`src/rtl/sbr_pkg.sv`:
```
// Shared types, constants and the response byte table for the STUN binding responder.
// No dependencies; the RTL modules and the testbench import this package.
package sbr_pkg;

    // Default sizes, handed to the top level parameters
    localparam int SBR_TABLE_DEPTH  = 4096;
    localparam int SBR_MAX_DATAGRAM = 512;

    // Protocol constants
    localparam int          HDR_LEN   = 20;
    localparam int          TXID_BASE = 8;
    localparam logic [31:0] COOKIE    = 32'h2112_A442;
    localparam logic [31:0] HASH_MUL  = 32'd2654435761;
    localparam logic [15:0] PLIM_DFLT = 16'd10;
    localparam logic [15:0] GLIM_DFLT = 16'd500;

    // Input opcodes
    localparam logic OP_BYTE = 1'b0;
    localparam logic OP_TICK = 1'b1;

    // Verdict codes
    localparam logic [1:0] VERDICT_PASS = 2'd0;
    localparam logic [1:0] VERDICT_DROP = 2'd1;
    localparam logic [1:0] VERDICT_RESP = 2'd2;

    // Configuration register indexes
    localparam int         CFG_IDX_W       = 4;
    localparam int         CFG_DATA_W      = 32;
    localparam logic [3:0] CFG_ENABLE      = 4'd0;
    localparam logic [3:0] CFG_PER_SOURCE  = 4'd1;
    localparam logic [3:0] CFG_GLOBAL      = 4'd2;
    localparam logic [3:0] CFG_WINDOW      = 4'd3;

    // Reset values of the registers
    localparam logic [15:0] PLIM_RST   = 16'd10;
    localparam logic [15:0] GLIM_RST   = 16'd500;
    localparam logic [19:0] WINDOW_RST = 20'd1000;

    // Response length
    localparam logic [4:0] RESP_LAST = 5'd31;

    // Transaction ID, element 0 is wire byte 8
    typedef logic [11:0][7:0] txid_t;

    // Finished datagram, handed from the parser to the rate stage
    typedef struct packed {
        logic        valid;
        logic        well_formed;
        logic [31:0] addr;
        logic [15:0] port;
        txid_t       txid;
    } sbr_done_t;

    // Outcome of one datagram, handed from the rate stage to the response stage
    typedef struct packed {
        logic [1:0]  verdict;
        logic [31:0] addr;
        logic [15:0] port;
        txid_t       txid;
    } sbr_result_t;

    // One bucket of the per-source table
    typedef struct packed {
        logic [31:0] addr;
        logic [31:0] win_start;
        logic [15:0] count;
    } sbr_bucket_t;

    // Magic cookie byte, index 0 is the first wire byte
    function automatic logic [7:0] cookie_byte(input logic [1:0] idx);
        logic [7:0] b;
        case (idx)
            2'd0:    b = COOKIE[31:24];
            2'd1:    b = COOKIE[23:16];
            2'd2:    b = COOKIE[15:8];
            default: b = COOKIE[7:0];
        endcase
        return b;
    endfunction

    // Byte idx of the 32-byte Binding Success Response
    function automatic logic [7:0] resp_byte(input logic [4:0] idx, input txid_t txid,
                                             input logic [31:0] addr, input logic [15:0] port);
        logic [7:0] b;
        b = 8'h00;
        case (idx)
            5'd0:    b = 8'h01;
            5'd1:    b = 8'h01;
            5'd2:    b = 8'h00;
            5'd3:    b = 8'h0C;
            5'd4:    b = COOKIE[31:24];
            5'd5:    b = COOKIE[23:16];
            5'd6:    b = COOKIE[15:8];
            5'd7:    b = COOKIE[7:0];
            5'd8, 5'd9, 5'd10, 5'd11, 5'd12, 5'd13,
            5'd14, 5'd15, 5'd16, 5'd17, 5'd18, 5'd19:
                     b = txid[4'(idx - 5'(TXID_BASE))];
            5'd20:   b = 8'h00;
            5'd21:   b = 8'h20;
            5'd22:   b = 8'h00;
            5'd23:   b = 8'h08;
            5'd24:   b = 8'h00;
            5'd25:   b = 8'h01;
            5'd26:   b = port[15:8] ^ COOKIE[31:24];
            5'd27:   b = port[7:0]  ^ COOKIE[23:16];
            5'd28:   b = addr[31:24] ^ COOKIE[31:24];
            5'd29:   b = addr[23:16] ^ COOKIE[23:16];
            5'd30:   b = addr[15:8]  ^ COOKIE[15:8];
            default: b = addr[7:0]   ^ COOKIE[7:0];
        endcase
        return b;
    endfunction

endpackage

```
`src/rtl/sbr_parse.sv`:
```
// Datagram parser: header checks, length tracking and transaction ID capture.
// Depends on sbr_pkg.
module sbr_parse
    import sbr_pkg::*;
#(
    parameter int MAX_DATAGRAM = SBR_MAX_DATAGRAM
)
(
    input  logic        clk,
    input  logic        rst_n,
    input  logic        byte_fire,
    input  logic [7:0]  data_byte,
    input  logic        last,
    input  logic [31:0] source_address,
    input  logic [15:0] source_port,
    input  logic        enable,
    output sbr_done_t   done
);

    localparam int PW = $clog2(MAX_DATAGRAM + 2);

    logic [PW-1:0] pos_reg, pos_next;
    logic          hdr_ok_reg, hdr_ok_next;
    logic [15:0]   decl_reg, decl_next;
    txid_t         txid_reg, txid_now;
    logic          fail;
    logic [15:0]   decl_now;
    logic          hdr_ok_now;
    logic [PW-1:0] len;
    logic          len_ok;

    // Header checks on the current byte
    always_comb
    begin
        fail     = 1'b0;
        decl_now = decl_reg;
        txid_now = txid_reg;
        if (pos_reg < PW'(HDR_LEN))
        begin
            if (pos_reg == PW'(0))
                fail = (data_byte != 8'h00);
            else if (pos_reg == PW'(1))
                fail = (data_byte != 8'h01);
            else if (pos_reg == PW'(2))
                decl_now[15:8] = data_byte;
            else if (pos_reg == PW'(3))
                decl_now[7:0] = data_byte;
            else if (pos_reg < PW'(TXID_BASE))
                fail = (data_byte != cookie_byte(pos_reg[1:0]));
            else
                txid_now[4'(pos_reg - PW'(TXID_BASE))] = data_byte;
        end
        hdr_ok_now = hdr_ok_reg & ~fail;
        len        = (pos_reg < PW'(MAX_DATAGRAM + 1)) ? pos_reg + PW'(1) : pos_reg;
    end

    // Whole-datagram checks, valid on the last byte
    assign len_ok = (len >= PW'(HDR_LEN)) && (len <= PW'(MAX_DATAGRAM))
                    && (decl_now[1:0] == 2'b00)
                    && ({1'b0, decl_now} + 17'(HDR_LEN) == 17'(len));

    assign done.valid       = byte_fire & last;
    assign done.well_formed = enable & hdr_ok_now & len_ok;
    assign done.addr        = source_address;
    assign done.port        = source_port;
    assign done.txid        = txid_now;

    // Next datagram state; the last byte returns it to the idle values
    always_comb
    begin
        pos_next    = pos_reg;
        hdr_ok_next = hdr_ok_reg;
        decl_next   = decl_reg;
        if (byte_fire)
        begin
            if (last)
            begin
                pos_next    = '0;
                hdr_ok_next = 1'b1;
                decl_next   = '0;
            end
            else
            begin
                pos_next    = len;
                hdr_ok_next = hdr_ok_now;
                decl_next   = decl_now;
            end
        end
    end

    always_ff @(posedge clk or negedge rst_n)
    begin
        if (!rst_n)
        begin
            pos_reg    <= '0;
            hdr_ok_reg <= 1'b1;
            decl_reg   <= '0;
        end
        else
        begin
            pos_reg    <= pos_next;
            hdr_ok_reg <= hdr_ok_next;
            decl_reg   <= decl_next;
        end
    end

    // Transaction ID bytes; every answered datagram rewrites all twelve
    always_ff @(posedge clk)
    begin
        if (byte_fire)
            txid_reg <= txid_now;
    end

endmodule

```
`config.mk`:
```
export PLATFORM = sky130hd
export DESIGN_NAME = sbr_parse
export DESIGN_NICKNAME = d
export VERILOG_FILES = /design/src/rtl/sbr_pkg.sv /design/src/rtl/sbr_parse.sv
export SDC_FILE = /design/constraint.sdc
export NUM_CORES = 1
export LEC_CHECK = 0
export BUFFER_PORTS_ARGS = -buffer_cell sky130_fd_sc_hd__buf_2
export CAP_MARGIN = 10
export CORE_ASPECT_RATIO = 1.4
export CORE_MARGIN = 4
export CORE_UTILIZATION = 40
export DETAILED_ROUTE_END_ITERATION = 10
export GPL_TIMING_DRIVEN = 0
export PLACE_DENSITY = 0.63
export SETUP_SLACK_MARGIN = 0.5
export SLEW_MARGIN = 30
export SYNTH_ARGS = -nofsm -noshare
export SYNTH_HDL_FRONTEND = slang
export SYNTH_SLANG_ARGS = --single-unit
```
`constraint.sdc`:
```
create_clock -name clk -period 4.1 [get_ports clk]
set_input_delay 0.205 -clock clk [delete_from_list [all_inputs] [get_ports clk]]
set_output_delay 0.205 -clock clk [all_outputs]
set_load 0.01 [all_outputs]
```
==> results.txt <==
----------------------------------------------------
[Timing]
  Crit path time final ... around 3.9 ns
  Worst relative slew slack ... 49.3%
  Final critical-path share of the clock period ... 94.1%
  Final number of setup-violating endpoints ... 0
  Maximum clock frequency ... approximately 0.26 GHz
  Smallest hold slack ... 0.133 ns
  Total negative setup slack ... 0 ns
  Number of slew-limit violations in the final report ... 0
  Actual transition at the worst max-transition pin ... 0.754 ns
  Unrepaired setup endpoints after global routing ... true
  Worst clock skew on the final layout ... about 0.015 ns
  Hold violation count in the final report ... 0

[Route]
  Mean number of vias per cell ... 5.37
  Average routed wire per standard cell ... ~19 um
  Total via count after detailed routing ... 5385
  Remaining design rule violation count ... 0
  Number of design-rule violations left by the first detailed-router iteration ... approximately 260
  Router iterations before antenna repair ... 5
  Final Routed Wirelength ... 19400 um
  Antenna Violating Nets Remaining ... 0

[Worst setup path]
  Critical path, cell by cell ... inv_1 > ha_4 > nor3_4 > nand4_1 > clkbuf_8 > nand2_1 > nand2_1 > ha_2 > xnor2_1 > xnor2_1 > o2111ai_2 > a2111oi_2 > o21ai_1 > a2111oi_2 > buf_2
  Cell depth of the worst flop-to-flop path ... 7
  Crit path launch type ... flop
  Dominant delay contributor by cell family on the critical path ... compound AO/OA/AOI/OAI gates
  Crit path required time ... between 3 and 4 ns
  Critical Setup Path Class ... reg -> out
  Startpoint of the most critical register-to-register path ... pos_reg[7]
  CP max stage cell ... sky130_fd_sc_hd__dfrtp_2
  Crit path depth ... 15
  Crit end category ... output port
  Flop-to-flop setup slack ... 1.03 ns
  Crit path buffers/inverters ... 3
  Highest fanout seen on the critical path ... 7
  Biggest cell delay along the critical path ... 0.37 ns
  Crit path arrival time ... 3.65 ns
  Capture point of the worst reg-to-reg path ... txid_reg[9]

[Logic synthesis]
  Top area cells in the synthesized netlist ... sky130_fd_sc_hd__edfxtp_1 (42%), sky130_fd_sc_hd__mux2_2 (11%), sky130_fd_sc_hd__dfrtp_1 (9.4%), sky130_fd_sc_hd__buf_4 (5.2%), sky130_fd_sc_hd__mux2_1 (4.4%)
  Netlist Area Pre-Place ... just under 7000 um2
  Synth Area in XOR/XNOR ... 2.78%
  Multiplexer area fraction after synthesis ... about 17%
  Synthesized area per cell ... 12.1 um2
  Simple-gate area share of the yosys netlist ... 9.59%
  Most numerous cell types in the synthesized netlist ... sky130_fd_sc_hd__edfxtp_1 (96), sky130_fd_sc_hd__mux2_2 (65), sky130_fd_sc_hd__buf_4 (48)
  Asr flop ratio synth ... a little over a fifth
  Area share of the leading cell type in the synthesized netlist ... 41.6%
  Number of different library cells in the post-synthesis netlist ... 62
  Number of nets in the synthesized netlist ... 642
  Count of flip-flops with a built-in enable after synthesis ... 96
  Synth area leader ... sky130_fd_sc_hd__edfxtp_1
  Synthesized instance count ... around 570
  Complex-gate fraction of the synthesized area ... 9.43%
  Fraction of the mapped netlist area in adder cells ... 1.63%
  Register bit total from synthesis ... 123
  Proportion of synthesized chip area in sequential cells ... 51.4%
  Dominant register cell in the synthesized netlist ... sky130_fd_sc_hd__edfxtp_1
  Synth warn ... 0
  Combinational family with the most area after synthesis ... multiplexers
  Most used standard cell by instance count after synthesis ... sky130_fd_sc_hd__edfxtp_1

[Pwr]
  Largest vdd supply drop ... about 0.27 mV
  Clock network power share ... 42.1%
  Share of total power in combinational logic ... 16.1%
  Switching part of the total ... 28.3%
  Power density relative to cell area ... around 400 nW/um2
  Switching power total ... 1000 uW
  Power Internal ... about 2500 uW
  Part of the total power dissipated in sequential elements ... a little over two fifths
  Cell leakage power ... roughly 0.0036 uW

[Die]
  Number of placement rows ... 56
  Initial core utilization ... 41.0%
  Core Footprint ... 16900 um2
  Die boundary height ... 164 um
  Die X-Extent ... 119 um
  Die ar. ... 19500 um2
  IO Pins ... 207

[Global route]
  Antenna violations before repair ... 0
  Total overflow reported by the global router ... 0
  GRT Util Overall ... 19.5%
  Pin count of the biggest net entering global routing ... 80
  Number of global-route vias before repair ... 5417
  Global-route wire length before repair ... 29800 um

[Finish]
  Layout Cells excl Fill ... 1003
  Finished Core Util ... 51.9%
  Flip-flop count of the largest register after layout ... 96
  Area growth from synthesis to final layout ... 26.6%
  # diodes ... 0
  Non-Filler Cell Area, Final ... 8770 um2
  Number of fill cells ... 1521
  Reg area ... 3560 um2
  Post-layout nets ... 828
  Layout cell share with drive strength beyond 1 ... between 40% and 50%
  Area taken by multi-input logic gates ... around 2900 um2

[Hold path]
  Capture endpoint of the worst hold path ... txid_reg[61]
  Hold path depth ... 1
  Hold/Removal Path Class ... in -> reg
  Min-Delay Startpoint ... byte_fire

[Outcome]
  Status ... complete, no violations

[Place]
  Placed Area ... about 8000 um2
  Detail Placement HPWL ... 14100 um
  Port-buffer cells ... around 160
  Count of placed standard cells including taps ... 961
  Placer Congestion ... 0.952

[Flow run]
  Max Cap Viol ... 0

[Clock network]
  Insertion delay of the later-clocked pin in the worst-skew pair ... 0.43 ns
  Number of H-tree branching levels ... 4
  CTS tree ... yes
  Cell at the root of the clock tree ... sky130_fd_sc_hd__clkbuf_16
  Clock edge transition at the registers on the reported setup and hold paths ... 0.06 ns
  Clk sinks ... 123
  Number of buffers added by the clock tree synthesis step ... 17
  Number of buffers on the longest clock path ... 2

----------------------------------------------------
==> power groups by stage <==
stage / Combinational, uW / Clock [uW] / Sequential (uW)
detailed placement: 536 / 0 / 1510
floorplan: 337 / 0 / 1490
finish: 570 / 1490 / 1480
global route: 618 / 1570 / 1490
CTS: 564 / 1520 / 1480
global placement: 523 / 0 / 1510
==> metal layers <==
metal  part of all wire [%]  GRT usage, %  vias up
li1                       -             -     2477
met1                     38          22.4     2642
met2                     53          34.9      230
met3                    7.0          4.86       36
met4                    2.0          7.59        0
met5                      0             0        -
==> worst max-delay path by stage <==
| stage | from | slack, ns | to |
|---|---|---|---|
| floorplan | pos_reg[0] | 0.54 | done[144] |
| global placement | pos_reg[0] | -0.32 | done[144] |
| detailed placement | pos_reg[0] | -0.30 | done[144] |
| CTS | pos_reg[0] | 0.19 | done[144] |
| global route | pos_reg[0] | 0.005 | done[144] |
| finish | pos_reg[0] | 0.24 | done[144] |
==> cell type report <==
class,count,share of cell area (%)
clock inverter,15,1.76
buffer,87,6.11
inverter,13,0.557
sequential,123,40.6
multi-input combinational,349,32.6
clock buffer,17,4.85
timing repair buffer,167,10.2
tap,232,3.31
==> cell families (layout without fill, tap and decap cells) <==
kind of cell	after synthesis	after routing
adder cells (fa/ha/maj)	9	9
buffers and inverters	100	299
AO/OA/AOI/OAI	93	93
XOR/XNOR	22	22
flip-flops	123	123
AND/OR/NAND/NOR	120	120
multiplexers	105	105
==> metrics by stage <==
step / setup WS, ns / total power, uW
3_5_place_dp: -0.302 / 2050
6_report: 0.244 / 3540
5_1_grt: 0.00470 / 3680
3_3_place_gp: -0.324 / 2030
2_1_floorplan: 0.543 / 1830
4_1_cts: 0.188 / 3560
==> cell usage in the layout (no fill, tap or decap), drive strengths merged, types with 7 or more instances in the layout <==
cell	Yosys	final
a22o	8	8
inv	13	22
nor3	18	18
a22oi	8	8
ha	9	9
buf	53	219
xor2	7	7
o2bb2ai	13	13
clkbuf	34	51
nand4	9	9
edfxtp	96	96
mux2i	13	13
nand2	31	31
and3	10	10
nor2	13	13
dfrtp	26	26
a21oi	12	12
xnor2	15	15
mux2	92	92
o21ai	22	22
==> repair_timing <==
action,in CTS,in global routing
endpoints found under the hold margin,26,0
hold buffers,1,0
endpoints found under the setup margin,1,60
resized for setup,17,3
buffers inserted,8,1
pin swaps,6,5
Note: power is estimated with default switching activity, not from simulation.
