--- src/rtl/sbr_pkg.sv ---
// Shared types, constants and the response byte table for the STUN binding responder.
// No dependencies; the RTL modules and the testbench import this package.
package sbr_pkg;

    // Default sizes, handed to the top level parameters
    localparam int SBR_TABLE_DEPTH  = 4096;
    localparam int SBR_MAX_DATAGRAM = 512;

    // Protocol constants
    localparam int          HDR_LEN   = 20;
    localparam int          TXID_BASE = 8;
    localparam logic [31:0] COOKIE    = 32'h2112_A442;
    localparam logic [31:0] HASH_MUL  = 32'd2654435761;
    localparam logic [15:0] PLIM_DFLT = 16'd10;
    localparam logic [15:0] GLIM_DFLT = 16'd500;

    // Input opcodes
    localparam logic OP_BYTE = 1'b0;
    localparam logic OP_TICK = 1'b1;

    // Verdict codes
    localparam logic [1:0] VERDICT_PASS = 2'd0;
    localparam logic [1:0] VERDICT_DROP = 2'd1;
    localparam logic [1:0] VERDICT_RESP = 2'd2;

    // Configuration register indexes
    localparam int         CFG_IDX_W       = 4;
    localparam int         CFG_DATA_W      = 32;
    localparam logic [3:0] CFG_ENABLE      = 4'd0;
    localparam logic [3:0] CFG_PER_SOURCE  = 4'd1;
    localparam logic [3:0] CFG_GLOBAL      = 4'd2;
    localparam logic [3:0] CFG_WINDOW      = 4'd3;

    // Reset values of the registers
    localparam logic [15:0] PLIM_RST   = 16'd10;
    localparam logic [15:0] GLIM_RST   = 16'd500;
    localparam logic [19:0] WINDOW_RST = 20'd1000;

    // Response length
    localparam logic [4:0] RESP_LAST = 5'd31;

    // Transaction ID, element 0 is wire byte 8
    typedef logic [11:0][7:0] txid_t;

    // Finished datagram, handed from the parser to the rate stage
    typedef struct packed {
        logic        valid;
        logic        well_formed;
        logic [31:0] addr;
        logic [15:0] port;
        txid_t       txid;
    } sbr_done_t;

    // Outcome of one datagram, handed from the rate stage to the response stage
    typedef struct packed {
        logic [1:0]  verdict;
        logic [31:0] addr;
        logic [15:0] port;
        txid_t       txid;
    } sbr_result_t;

    // One bucket of the per-source table
    typedef struct packed {
        logic [31:0] addr;
        logic [31:0] win_start;
        logic [15:0] count;
    } sbr_bucket_t;

    // Magic cookie byte, index 0 is the first wire byte
    function automatic logic [7:0] cookie_byte(input logic [1:0] idx);
        logic [7:0] b;
        case (idx)
            2'd0:    b = COOKIE[31:24];
            2'd1:    b = COOKIE[23:16];
            2'd2:    b = COOKIE[15:8];
            default: b = COOKIE[7:0];
        endcase
        return b;
    endfunction

    // Byte idx of the 32-byte Binding Success Response
    function automatic logic [7:0] resp_byte(input logic [4:0] idx, input txid_t txid,
                                             input logic [31:0] addr, input logic [15:0] port);
        logic [7:0] b;
        b = 8'h00;
        case (idx)
            5'd0:    b = 8'h01;
            5'd1:    b = 8'h01;
            5'd2:    b = 8'h00;
            5'd3:    b = 8'h0C;
            5'd4:    b = COOKIE[31:24];
            5'd5:    b = COOKIE[23:16];
            5'd6:    b = COOKIE[15:8];
            5'd7:    b = COOKIE[7:0];
            5'd8, 5'd9, 5'd10, 5'd11, 5'd12, 5'd13,
            5'd14, 5'd15, 5'd16, 5'd17, 5'd18, 5'd19:
                     b = txid[4'(idx - 5'(TXID_BASE))];
            5'd20:   b = 8'h00;
            5'd21:   b = 8'h20;
            5'd22:   b = 8'h00;
            5'd23:   b = 8'h08;
            5'd24:   b = 8'h00;
            5'd25:   b = 8'h01;
            5'd26:   b = port[15:8] ^ COOKIE[31:24];
            5'd27:   b = port[7:0]  ^ COOKIE[23:16];
            5'd28:   b = addr[31:24] ^ COOKIE[31:24];
            5'd29:   b = addr[23:16] ^ COOKIE[23:16];
            5'd30:   b = addr[15:8]  ^ COOKIE[15:8];
            default: b = addr[7:0]   ^ COOKIE[7:0];
        endcase
        return b;
    endfunction

endpackage

--- src/rtl/sbr_ifs.sv ---


// Result items
interface sbr_tx_if;
    logic       valid;
    logic       ready;
    logic [1:0] verdict;
    logic [7:0] out_byte;
    logic       out_last;

    modport source (output valid, verdict, out_byte, out_last, input ready);
    modport sink   (input valid, verdict, out_byte, out_last, output ready);
endinterface


--- src/rtl/sbr_resp.sv ---
// Result sequencer: one verdict beat, or the 32 response bytes of an answered request.
// Depends on sbr_pkg and sbr_ifs.
module sbr_resp
    import sbr_pkg::*;
(
    input  logic        clk,
    input  logic        rst_n,
    input  logic        load,
    input  sbr_result_t result,
    output logic        gen_free,
    sbr_tx_if.source    tx
);

    logic        busy_reg, busy_next;
    logic [4:0]  cnt_reg, cnt_next;
    sbr_result_t res_reg;
    logic        is_resp, fire, finish;

    assign is_resp     = (res_reg.verdict == VERDICT_RESP);
    assign tx.valid    = busy_reg;
    assign tx.verdict  = res_reg.verdict;
    assign tx.out_byte = is_resp ? resp_byte(cnt_reg, res_reg.txid, res_reg.addr,
                                             res_reg.port) : 8'h00;
    assign tx.out_last = ~is_resp | (cnt_reg == RESP_LAST);

    assign fire     = tx.valid & tx.ready;
    assign finish   = fire & tx.out_last;
    assign gen_free = ~busy_reg | finish;

    // Beat sequencing
    always_comb
    begin
        busy_next = busy_reg;
        cnt_next  = cnt_reg;
        if (load)
        begin
            busy_next = 1'b1;
            cnt_next  = '0;
        end
        else if (finish)
        begin
            busy_next = 1'b0;
            cnt_next  = '0;
        end
        else if (fire)
            cnt_next = cnt_reg + 5'd1;
    end

    always_ff @(posedge clk or negedge rst_n)
    begin
        if (!rst_n)
        begin
            busy_reg <= 1'b0;
            cnt_reg  <= '0;
        end
        else
        begin
            busy_reg <= busy_next;
            cnt_reg  <= cnt_next;
        end
    end

    always_ff @(posedge clk)
    begin
        if (load)
            res_reg <= result;
    end

    // A new result only lands once the previous one is fully delivered
    a_no_overwrite: assert property (@(posedge clk) disable iff (!rst_n)
        load && busy_reg |-> finish)
        else $error("result loaded over an undelivered one");

    // Single-beat verdicts never advance the byte counter
    a_cnt_only_resp: assert property (@(posedge clk) disable iff (!rst_n)
        busy_reg && !is_resp |-> cnt_reg == 5'd0)
        else $error("byte counter moved on a single-beat verdict");

endmodule

--- src/flat_wrapper.sv ---
// flat-port wrapper written by rule: the top's interface ports become plain ports
module sbr_resp_flat import sbr_pkg::*;
  (clk, rst_n, load, result, gen_free, tx_valid, tx_verdict, tx_out_byte, tx_out_last, tx_ready);
  sbr_tx_if tx_i ();
  input  logic clk;
  input  logic rst_n;
  input  logic load;
  input  sbr_result_t result;
  output logic gen_free;
  output wire logic [$bits(tx_i.valid)-1:0] tx_valid;
  output wire logic [$bits(tx_i.verdict)-1:0] tx_verdict;
  output wire logic [$bits(tx_i.out_byte)-1:0] tx_out_byte;
  output wire logic [$bits(tx_i.out_last)-1:0] tx_out_last;
  input wire logic [$bits(tx_i.ready)-1:0] tx_ready;
  assign tx_valid = tx_i.valid;
  assign tx_verdict = tx_i.verdict;
  assign tx_out_byte = tx_i.out_byte;
  assign tx_out_last = tx_i.out_last;
  assign tx_i.ready = tx_ready;
  sbr_resp u_core (.clk(clk), .rst_n(rst_n), .load(load), .result(result), .gen_free(gen_free), .tx(tx_i));
endmodule
--- config.mk ---
export PLATFORM = sky130hd
export DESIGN_NAME = sbr_resp_flat
export DESIGN_NICKNAME = d
export VERILOG_FILES = /design/src/rtl/sbr_pkg.sv /design/src/rtl/sbr_ifs.sv /design/src/rtl/sbr_resp.sv /design/src/flat_wrapper.sv
export SDC_FILE = /design/constraint.sdc
export NUM_CORES = 1
export LEC_CHECK = 0
export BUFFER_PORTS_ARGS = -buffer_cell sky130_fd_sc_hd__buf_4
export CORE_MARGIN = 2
export CORE_UTILIZATION = 40
export CTS_BUF_LIST = sky130_fd_sc_hd__clkbuf_8
export CTS_CLUSTER_SIZE = 24
export DETAILED_ROUTE_END_ITERATION = 10
export GPL_TIMING_DRIVEN = 1
export PLACE_DENSITY = 0.65
export SYNTH_ARGS = -nofsm -noshare
export SYNTH_HDL_FRONTEND = slang
export SYNTH_SLANG_ARGS = --single-unit
--- constraint.sdc ---
create_clock -name clk -period 5.1 [get_ports clk]
set_clock_uncertainty 0.05 [all_clocks]
set_input_delay 0.51 -clock clk [delete_from_list [all_inputs] [get_ports clk]]
set_output_delay 0.51 -clock clk [all_outputs]
set_load 0.03 [all_outputs]
==> impl_metrics.json, run 1 <==
{
  "place_congestion": 0.856,
  "die_h_um": 131,
  "antenna_found_initial": 0,
  "synth_seq_cells": 152,
  "cts-root-to-sink-buffers": 2,
  "floorplan_die_width_um": 131,
  "seq_area_um2": 4540,
  "worst_r2r_startpoint": "u_core.cnt_reg[2]",
  "critical_path_peak_fanout": 18,
  "num-nets-final": 711,
  "via_count_normalized_by_instance_count": 5.28,
  "postSynthCellCount": 400,
  "start_util_pct": 40.6,
  "antenna_left": 0,
  "route.detailed.wl_per_inst_um": 19.3,
  "rsz_0062_raised_after_global_routing": "false",
  "period_needed_ps": 4320,
  "p_leak_nw": 3.03,
  "rows": 46,
  "drt_pass1_iterations": 5,
  "htree_num_levels": 4,
  "ys_types": 54,
  "critical_path_source_type": "flop",
  "detailed_place_hpwl_mm": 10.8,
  "number_of_warnings_printed_during_yosys_synthesis": 0,
  "fin_crit_sh_pct": 84.7,
  "number_of_flops_mapped_to_enable_cells_by_yosys": 146,
  "clock_pin_slew_reported_for_the_worst_setup_and_hold_paths_after_clock_tree_synthesis_ps": 100,
  "hold_path_depth": 1,
  "io_pins": 163,
  "clock-root-buffer": "clkbuf_8",
  "synth_top_flop_cell": "edfxtp_1",
  "overall_die_area_um2": 17000,
  "power_per_cell_area_nw_per_um2": 321,
  "post_route_cells_drive_above_1_share_pct": 41.2,
  "drt-initial-drc-count": 385,
  "holdCritPathClass": "input pin to flop",
  "slew_margin_rel_pct": 15.7,
  "port-buffer-count": 162,
  "dr_total_vias": 4142,
  "max_slew.worst_pin.slew_ps": 1260,
  "maximum_vdd_drop_mv": 0.282,
  "tritoncts_clock_tree": "built",
  "cts-buffers-inserted": 17,
  "slew_viol_final": 0,
  "grt_pass1_wl_mm": 22.3,
  "synthToLayoutAreaGrowth_pct": 27.4,
  "setup_viol": 0,
  "clock_latency_at_the_later_pin_of_the_worst_skew_pair_ps": 450,
  "critPathCaptureType": "primary output",
  "globalRoute.totalOverflow": 0,
  "arrival_time_worst_endpoint_ps": 3760,
  "async_set_or_reset_flop_fraction_in_the_synthesized_netlist_pct": 3.95,
  "reg2regPathDepth": 7,
  "wl_mm": 15.1,
  "synth_fp_nets": 556,
  "setup_tns_ps": 0,
  "yosysSeqAreaShare_pct": 70.8,
  "fillers": 1365,
  "syn_area_um2": 6400,
  "largest_register_ffs": 144,
  "grt_util_all_layers_pct": 18.1,
  "coreArea_um2": 15800,
  "worst_ep_required_time_ps": 4540,
  "fin_ws_ps": 780,
  "cap_viol_max_count": 0,
  "totalPowerFinal_mw": 2.62,
  "drcViolationCount": 0,
  "hold_path_startpoint": "result[35]",
  "syn_area_per_cell_um2": 16.0,
  "max_freq_mhz": 231,
  "timing_worst_setup_path_type": "flop to primary output",
  "tritoncts_num_sinks": 152,
  "final_cell_area_um2": 8160,
  "postPlaceCellArea_um2": 7750,
  "maximum_number_of_pins_on_one_net_before_global_route_repair": 112,
  "multi_input_comb_area_um2": 1650,
  "post_cts_resize_count": 0,
  "status": "finished, final reports clean",
  "first_global_vias": 4241,
  "hold_violations": 0,
  "timing.hold.ws_ps": 165,
  "placement.setup.worst_slack_ps": 1370,
  "n_antenna_cell": 0,
  "cp-startpoint": "u_core.cnt_reg[0]"
}
## repair_timing
item,4_1_cts,5_1_grt
hold buffers,1,0
setup buffers,0,0
endpoints found under the hold margin,6,0
## worst paths after layout
path | to | slack (ps)
max | tx_out_byte[1] | 780
min | u_core.res_reg[35] | 170
max reg2reg | u_core.cnt_reg[2] | 2530
min reg2reg | u_core.tx.valid | 570
max in group asynchronous | u_core.cnt_reg[1] | 4520
min in group asynchronous | u_core.tx.valid | 340
## logic make-up after synthesis
| logic type | after synthesis | share of synthesized area [%] |
|---|---|---|
| xor gates and xnor gates | 1 | 0.137 |
| adders and majority gates | 6 | 1.17 |
| buffers and inverters | 43 | 3.44 |
| AOI/OAI and AO/OA | 89 | 10.2 |
| and+or+nand+nor | 72 | 5.63 |
| muxes | 37 | 8.58 |
| DFF | 152 | 70.8 |
## layout make-up
cell class              instances  area share, %
flip-flops and latches        152           55.6
multi-input cells             205           20.2
repair buffers                167           15.4
well taps                     216           3.31
clock buffers                  17           2.87
clock inverters                15           2.01
inverters                      12          0.552
## worst max-delay path, cell delays in order (launching register included)
cell and delay, ps:
dfrtp_1 370, buf_4 200, inv_1 190, ha_1 470
nor2_1 130, a21o_1 200, a222oi_1 960, or3_1 410
a31oi_1 150, buf_4 200
## layer usage
layer,up-vias,share of wire [%],track usage [%]
li1,1903,-,-
met1,2039,41,22.6
met2,180,50,30.3
met3,20,6.6,4.97
met4,0,2.0,6.95
met5,-,0,0
## cells in the mapped netlist, types with 3 or more instances
cell | instances | share of area (%)
clkbuf_1 | 8 | 0.47
o211ai_1 | 3 | 0.35
nor2b_1 | 6 | 0.59
buf_2 | 14 | 1.1
mux2_2 | 17 | 3.0
a21oi_1 | 17 | 1.3
o41ai_1 | 8 | 1.1
nand3_1 | 7 | 0.55
inv_1 | 11 | 0.64
a31oi_1 | 9 | 0.88
dfrtp_1 | 6 | 2.3
a221oi_1 | 10 | 1.4
and4_1 | 4 | 0.55
nand2_1 | 29 | 1.7
ha_1 | 6 | 1.2
a222oi_1 | 4 | 0.63
mux4_2 | 12 | 4.2
mux2_1 | 6 | 1.1
edfxtp_1 | 146 | 68
a22oi_1 | 7 | 0.82
o21ai_0 | 13 | 1.0
nor2_1 | 13 | 0.76
buf_6 | 4 | 0.70
buf_4 | 3 | 0.35
## report_power, final
| group | switching, mW | leakage, nW | internal, mW |
|---|---|---|---|
| clock network | 0.494 | 0.207 | 0.407 |
| logic | 0.0979 | 1.32 | 0.118 |
| registers | 0.0264 | 1.51 | 1.47 |
## stage by stage
stage               std cells  utilization, %
global placement          751            49.1
global route              784            51.7
floorplan                 400               -
detailed placement        751            49.1
CTS                       784            51.7
finish                    784            51.7
## cells in the final DEF, fill, tap and decap left out, types with 2 or more instances in the layout
master / netlist / routed
and4b_1: 2 / 2
mux4_2: 12 / 12
dfrtp_1: 6 / 5
a21oi_1: 17 / 17
inv_1: 11 / 12
nor2_1: 13 / 13
a22oi_1: 7 / 7
buf_4: 3 / 165
o21ai_0: 13 / 13
and4_1: 4 / 4
clkinv_8: 0 / 2
mux2_2: 17 / 17
clkbuf_8: 0 / 17
inv_6: 0 / 6
nand3_1: 7 / 7
o41ai_1: 8 / 8
edfxtp_1: 146 / 146
a222oi_1: 4 / 4
or3_1: 2 / 2
a31oi_1: 9 / 9
mux2i_1: 2 / 2
nand2_1: 29 / 29
a221oi_1: 10 / 10
ha_1: 6 / 6
nor3_1: 2 / 2
mux2_1: 6 / 6
o211ai_1: 3 / 3
a22o_1: 2 / 2
clkinv_4: 0 / 2
inv_8: 0 / 2
nor2b_1: 6 / 6
nand2b_1: 2 / 2
(Power assumes the default switching activity.)
==> run 2: changes to the inputs <==
==> constraint.sdc (replaced) <==
create_clock -name clk -period 4 [get_ports clk]
set_clock_uncertainty 0.05 [all_clocks]
set_input_delay 0.4 -clock clk [delete_from_list [all_inputs] [get_ports clk]]
set_output_delay 0.4 -clock clk [all_outputs]
set_load 0.03 [all_outputs]
==> run 2 against run 1 <==
Compared with the run above:
- sequential share of layout area fell by 0.23 points
- clock power is 28% higher
- power grew 27%
- critical path depth down 1
- final cell count rose by 0.64%
- wire length about the same
- worst setup slack worse by 370 ps
- final area increased by 0.41%
- largest power group unchanged
==> impl_metrics.json, run 2 (synthesis results as in run 1) <==
{
  "critical_path_source_type": "flop",
  "clock_latency_at_the_later_pin_of_the_worst_skew_pair_ps": 440,
  "critical_path_peak_fanout": 17,
  "coreArea_um2": 15800,
  "most_frequent_cells_in_the_layout": "buf_4, edfxtp_1, nand2_1",
  "holdCritPathClass": "input pin to flop",
  "critical_path.most_common_cell": "or3_1",
  "power_per_cell_area_nw_per_um2": 407,
  "num-nets-final": 716,
  "n_antenna_cell": 0,
  "synthToLayoutAreaGrowth_pct": 27.9,
  "place_congestion": 0.820,
  "first_global_vias": 4125,
  "cts_setup_buffers": 0,
  "largest_register_ffs": 144,
  "cts-root-to-sink-buffers": 2,
  "globalRoute.totalOverflow": 0,
  "maximum_vdd_drop_mv": 0.249,
  "via_count_normalized_by_instance_count": 5.22,
  "max_slew.worst_pin.slew_ps": 1060,
  "fillers": 1405,
  "overall_die_area_um2": 17000,
  "drt-initial-drc-count": 379,
  "port-buffer-count": 162,
  "antenna_left": 0,
  "post_route_cells_drive_above_1_share_pct": 41.9,
  "period_needed_ps": 3590,
  "antenna_found_initial": 0,
  "cp-startpoint": "u_core.cnt_reg[0]",
  "critPathCaptureType": "primary output",
  "path_cells": "inv_1 > ha_1 > o41ai_2 > or3_1 > o211ai_4 > or3_1 > a31oi_2 > buf_4",
  "tritoncts_clock_tree": "built",
  "rows": 46,
  "max_freq_mhz": 279,
  "worst_ep_required_time_ps": 3550,
  "htree_num_levels": 4,
  "slew_margin_rel_pct": 29.1,
  "floorplan_die_width_um": 131,
  "critical_path_max_stage_delay_ps": 500,
  "tritoncts_num_sinks": 152,
  "maximum_number_of_pins_on_one_net_before_global_route_repair": 118,
  "grt_util_all_layers_pct": 18.1,
  "setup_viol": 0,
  "start_util_pct": 40.6,
  "rsz_0062_raised_after_global_routing": "false",
  "wl_mm": 15.2,
  "critical-path-slowest-cell": "or3_1",
  "cap_viol_max_count": 0,
  "hold_violations": 0,
  "detailed_place_hpwl_mm": 10.8,
  "commonest_non_fill_non_tap_cell_in_the_layout": "buf_4",
  "route.detailed.wl_per_inst_um": 19.2,
  "postLayoutCoreUtil_pct": 51.9,
  "clock_pin_slew_reported_for_the_worst_setup_and_hold_paths_after_clock_tree_synthesis_ps": 100,
  "clock-root-buffer": "clkbuf_8",
  "grt_pass1_wl_mm": 22.6,
  "worst_r2r_startpoint": "u_core.cnt_reg[0]",
  "fin_crit_sh_pct": 89.7,
  "p_leak_nw": 3.05,
  "arrival_time_worst_endpoint_ps": 3140,
  "hold_path_startpoint": "result[11]",
  "cts-buffers-inserted": 17,
  "timing_worst_setup_path_type": "flop to primary output",
  "drt_pass1_iterations": 5,
  "status": "finished, final reports clean",
  "slew_viol_final": 0,
  "drcViolationCount": 0,
  "dr_total_vias": 4115,
  "die_h_um": 131,
  "io_pins": 163,
  "setup_tns_ps": 0
}
==> run 2: cell types whose count changed in the layout (fill, tap and decap cells not counted) <==
cell / change
inv_1: -1
clkinv_4: +1
clkinvlp_4: +1
clkinv_8: -1
buf_4: +5
==> run 2: report_power, final <==
part / switching, mW / internal (mW)
Sequential: 0.0315 / 1.88
Combinational: 0.125 / 0.151
Clock: 0.632 / 0.518
==> run 2: worst max-delay path: cells and delay by family (launching register included) <==
family                   cells  cell delay [ps]
AO/OA/AOI/OAI                3              850
AND/OR/NAND/NOR              2              700
flip-flops                   1              410
adder cells (fa/ha/maj)      1              400
buffers and inverters        2              330
==> run 2: layout make-up <==
type,count,area (um^2),share of cell area [%]
sequential,152,4540,55.4
inverter,12,45.0,0.550
timing repair buffer,172,1300,15.8
clock buffer,17,234,2.86
clock inverter,15,160,1.96
multi-input combinational,205,1650,20.1
tap,216,270,3.30
==> run 2: what timing repair did <==
item / in CTS / in global routing
hold endpoints to repair: 6 / 0
resized for setup: 0 / 0
hold buffers: 1 / 0
==> run 2: final timing paths <==
check / to / slack [ps] / cells past startpoint
worst max-delay path: tx_out_byte[6] / 410 / 8
worst max register to register: u_core.cnt_reg[3] / 1850 / 7
max in group asynchronous: u_core.cnt_reg[1] / 3510 / 2
worst min register to register: u_core.tx.valid / 540 / 2
min in group asynchronous: u_core.tx.valid / 260 / 2
worst min-delay path: u_core.res_reg[11] / 60 / 1
==> run 2: per-stage QoR <==
step	total power, mW	cell area [um^2]	cells	setup WS [ps]	hold WS, ps
CTS	3.37	8190	789	424	35.3
floorplan	2.03	6400	400	741	54.4
detailed placement	2.22	7790	756	938	166
finish	3.34	8190	789	413	64.6
global route	3.46	8190	789	249	25.9
global placement	2.22	7790	756	1060	166
==> run 2: routing by layer <==
layer  wire length, um  vias up  share of wire, %  GRT usage (%)
met4               182        0               1.2           4.57
met3               839       14               5.5           4.72
met2              7650      150                50           30.1
met1              6490     2035                43           24.1
met5                 0        -                 0              0
li1                  -     1916                 -              -
==> run 3: changes to the inputs <==
--- a/config.mk
+++ b/config.mk
@@ -12,6 +12,7 @@
 export CTS_CLUSTER_SIZE = 24
 export DETAILED_ROUTE_END_ITERATION = 10
 export GPL_TIMING_DRIVEN = 1
+export MAX_ROUTING_LAYER = met4
 export PLACE_DENSITY = 0.65
 export SYNTH_ARGS = -nofsm -noshare
 export SYNTH_HDL_FRONTEND = slang
==> run 3 against run 2 <==
Compared with the run above:
- combinational power about the same
- non-clock buffer count unchanged
- fmax increased by 0.32%
- sequential share of layout area unchanged
- register-to-register slack got worse by 20 ps
==> impl_metrics.json, run 3 (synthesis results as in run 1) <==
{
  "wl_mm": 15.1,
  "arrival_time_worst_endpoint_ps": 3130,
  "cpLargestDelayFamily": "compound AO/OA/AOI/OAI gates",
  "clock_pin_slew_reported_for_the_worst_setup_and_hold_paths_after_clock_tree_synthesis_ps": 90,
  "cts_hold_buffers": 1,
  "dr_total_vias": 4098,
  "net_switching_share_of_the_total_power_pct": 23.6,
  "placement.setup.worst_slack_ps": 938,
  "antenna_left": 0,
  "route.detailed.wl_per_inst_um": 19.1,
  "cts_setup_buffers": 0,
  "reg2regPathDepth": 7,
  "period_needed_ps": 3580,
  "relative_contribution_of_sequential_cells_to_total_power_pct": 57.3,
  "comb_power_share_pct": 8.3,
  "p_leak_nw": 3.05,
  "critical_path_source_type": "flop",
  "critical_path_peak_fanout": 17,
  "critical_path_max_stage_delay_ps": 500,
  "setup_tns_ps": 0,
  "die_h_um": 131,
  "cts-buffers-inserted": 17,
  "max_freq_mhz": 280,
  "grt_pass1_wl_mm": 22.6,
  "cts-root-to-sink-buffers": 2,
  "worst_r2r_startpoint": "u_core.cnt_reg[0]",
  "ff2ff_setup_slack_ps": 1830,
  "cp.depth": 8,
  "reg_to_reg_end": "u_core.cnt_reg[2]",
  "coreArea_um2": 15800,
  "largest_register_ffs": 144,
  "internal_power_mw": 2.55,
  "num-nets-final": 716,
  "n_antenna_cell": 0,
  "setup_viol": 0,
  "rsz_0062_raised_after_global_routing": "false",
  "tritoncts_clock_tree": "built",
  "worst_ep_required_time_ps": 3550,
  "port-buffer-count": 162,
  "io_pins": 163,
  "antenna_found_initial": 0,
  "drcViolationCount": 0,
  "slew_viol_final": 0,
  "timing_worst_setup_path_type": "flop to primary output",
  "status": "finished, final reports clean",
  "hold_violations": 0,
  "critPathCaptureType": "primary output",
  "worst-path-buf-inv": 2,
  "overall_die_area_um2": 17000,
  "synthToLayoutAreaGrowth_pct": 27.9,
  "floorplan_die_width_um": 131,
  "max_slew.worst_pin.slew_ps": 1050,
  "globalRoute.totalOverflow": 0,
  "maximum_number_of_pins_on_one_net_before_global_route_repair": 118,
  "cap_viol_max_count": 0,
  "final_cell_area_um2": 8190,
  "drt-initial-drc-count": 400,
  "tritoncts_num_sinks": 152,
  "drt_pass1_iterations": 4,
  "most_frequent_cells_in_the_layout": "buf_4, edfxtp_1, nand2_1",
  "worstSetupEndpoint": "tx_out_byte[6]",
  "detailed_place_hpwl_mm": 10.8,
  "critical-path-slowest-cell": "or3_1",
  "via_count_normalized_by_instance_count": 5.19,
  "post_route_cells_drive_above_1_share_pct": 41.9,
  "power.clock.fraction_pct": 34.4,
  "total_switching_power_uw": 785,
  "clock-root-buffer": "clkbuf_8",
  "commonest_non_fill_non_tap_cell_in_the_layout": "buf_4",
  "postPlaceCellArea_um2": 7790,
  "grt_util_all_layers_pct": 18.7,
  "clock_latency_at_the_later_pin_of_the_worst_skew_pair_ps": 440,
  "critical_path.most_common_cell": "or3_1",
  "place_congestion": 0.832,
  "fillers": 1405,
  "power_per_cell_area_nw_per_um2": 407,
  "maximum_vdd_drop_mv": 0.249,
  "first_global_vias": 4122,
  "slew_margin_rel_pct": 29.9,
  "hold_path_startpoint": "result[11]",
  "rows": 46,
  "cp-startpoint": "u_core.cnt_reg[0]",
  "holdCritPathClass": "input pin to flop",
  "post_cts_resize_count": 0,
  "fin_crit_sh_pct": 89.4,
  "path_cells": "inv_1 > ha_1 > o41ai_2 > or3_1 > o211ai_4 > or3_1 > a31oi_2 > buf_4",
  "start_util_pct": 40.6,
  "htree_num_levels": 4,
  "fin_ws_ps": 425
}
==> run 3: cell counts in the layout (fill, tap and decap cells not counted) <==
No cell type changed its count.
==> run 3: worst min path at each step <==
| stage | end | slack (ps) | cells past startpoint |
|---|---|---|---|
| 2_1_floorplan | u_core.cnt_reg[0] | 50 | 0 |
| 3_3_place_gp | u_core.tx.valid | 170 | 1 |
| 3_5_place_dp | u_core.tx.valid | 170 | 1 |
| 4_1_cts | u_core.res_reg[11] | 40 | 1 |
| 5_1_grt | u_core.res_reg[11] | 30 | 1 |
| 6_report | u_core.res_reg[11] | 70 | 1 |
==> run 3: per-stage QoR <==
stage,power [mW],cells,util [%],hold slack [ps]
6_report,3.33,789,51.9,66.4
5_1_grt,3.46,789,51.9,25.9
4_1_cts,3.37,789,51.9,35.3
3_5_place_dp,2.22,756,49.4,166
3_3_place_gp,2.22,756,49.4,166
2_1_floorplan,2.03,400,-,54.4
==> run 3: worst reg2reg max path, stage by stage (launching register included) <==
cell and delay, ps:
dfrtp_1 420, ha_1 470, and3_1 250, ha_1 140, nand2b_1 320, nor2_1 120
a22oi_1 210, nor2_1 50
==> run 3: power groups by stage <==
| stage | Combinational (mW) | Sequential, mW | Clock, mW |
|---|---|---|---|
| after floorplan | 0.0956 | 1.94 | 0 |
| after global placement | 0.274 | 1.94 | 0 |
| after detailed placement | 0.277 | 1.95 | 0 |
| after CTS | 0.279 | 1.91 | 1.18 |
| after global routing | 0.297 | 1.92 | 1.24 |
| final | 0.276 | 1.91 | 1.15 |
==> run 3: routing by layer <==
layer	part of all wire [%]	wire length, um	vias to the layer above	global-route usage (%)
met5	0	0	-	-
met1	42	6410	2045	24.2
met2	51	7710	131	30.1
li1	-	-	1913	-
met3	5.3	802	9	4.44
met4	1.1	168	0	4.57
==> run 3: area by class of cell <==
class	count	area, um^2	area share (%)
clock inverters	15	160	1.96
repair buffers	172	1300	15.8
inverters	12	45.0	0.550
multi-input cells	205	1650	20.1
clock buffers	17	234	2.86
flip-flops and latches	152	4540	55.4
well taps	216	270	3.30
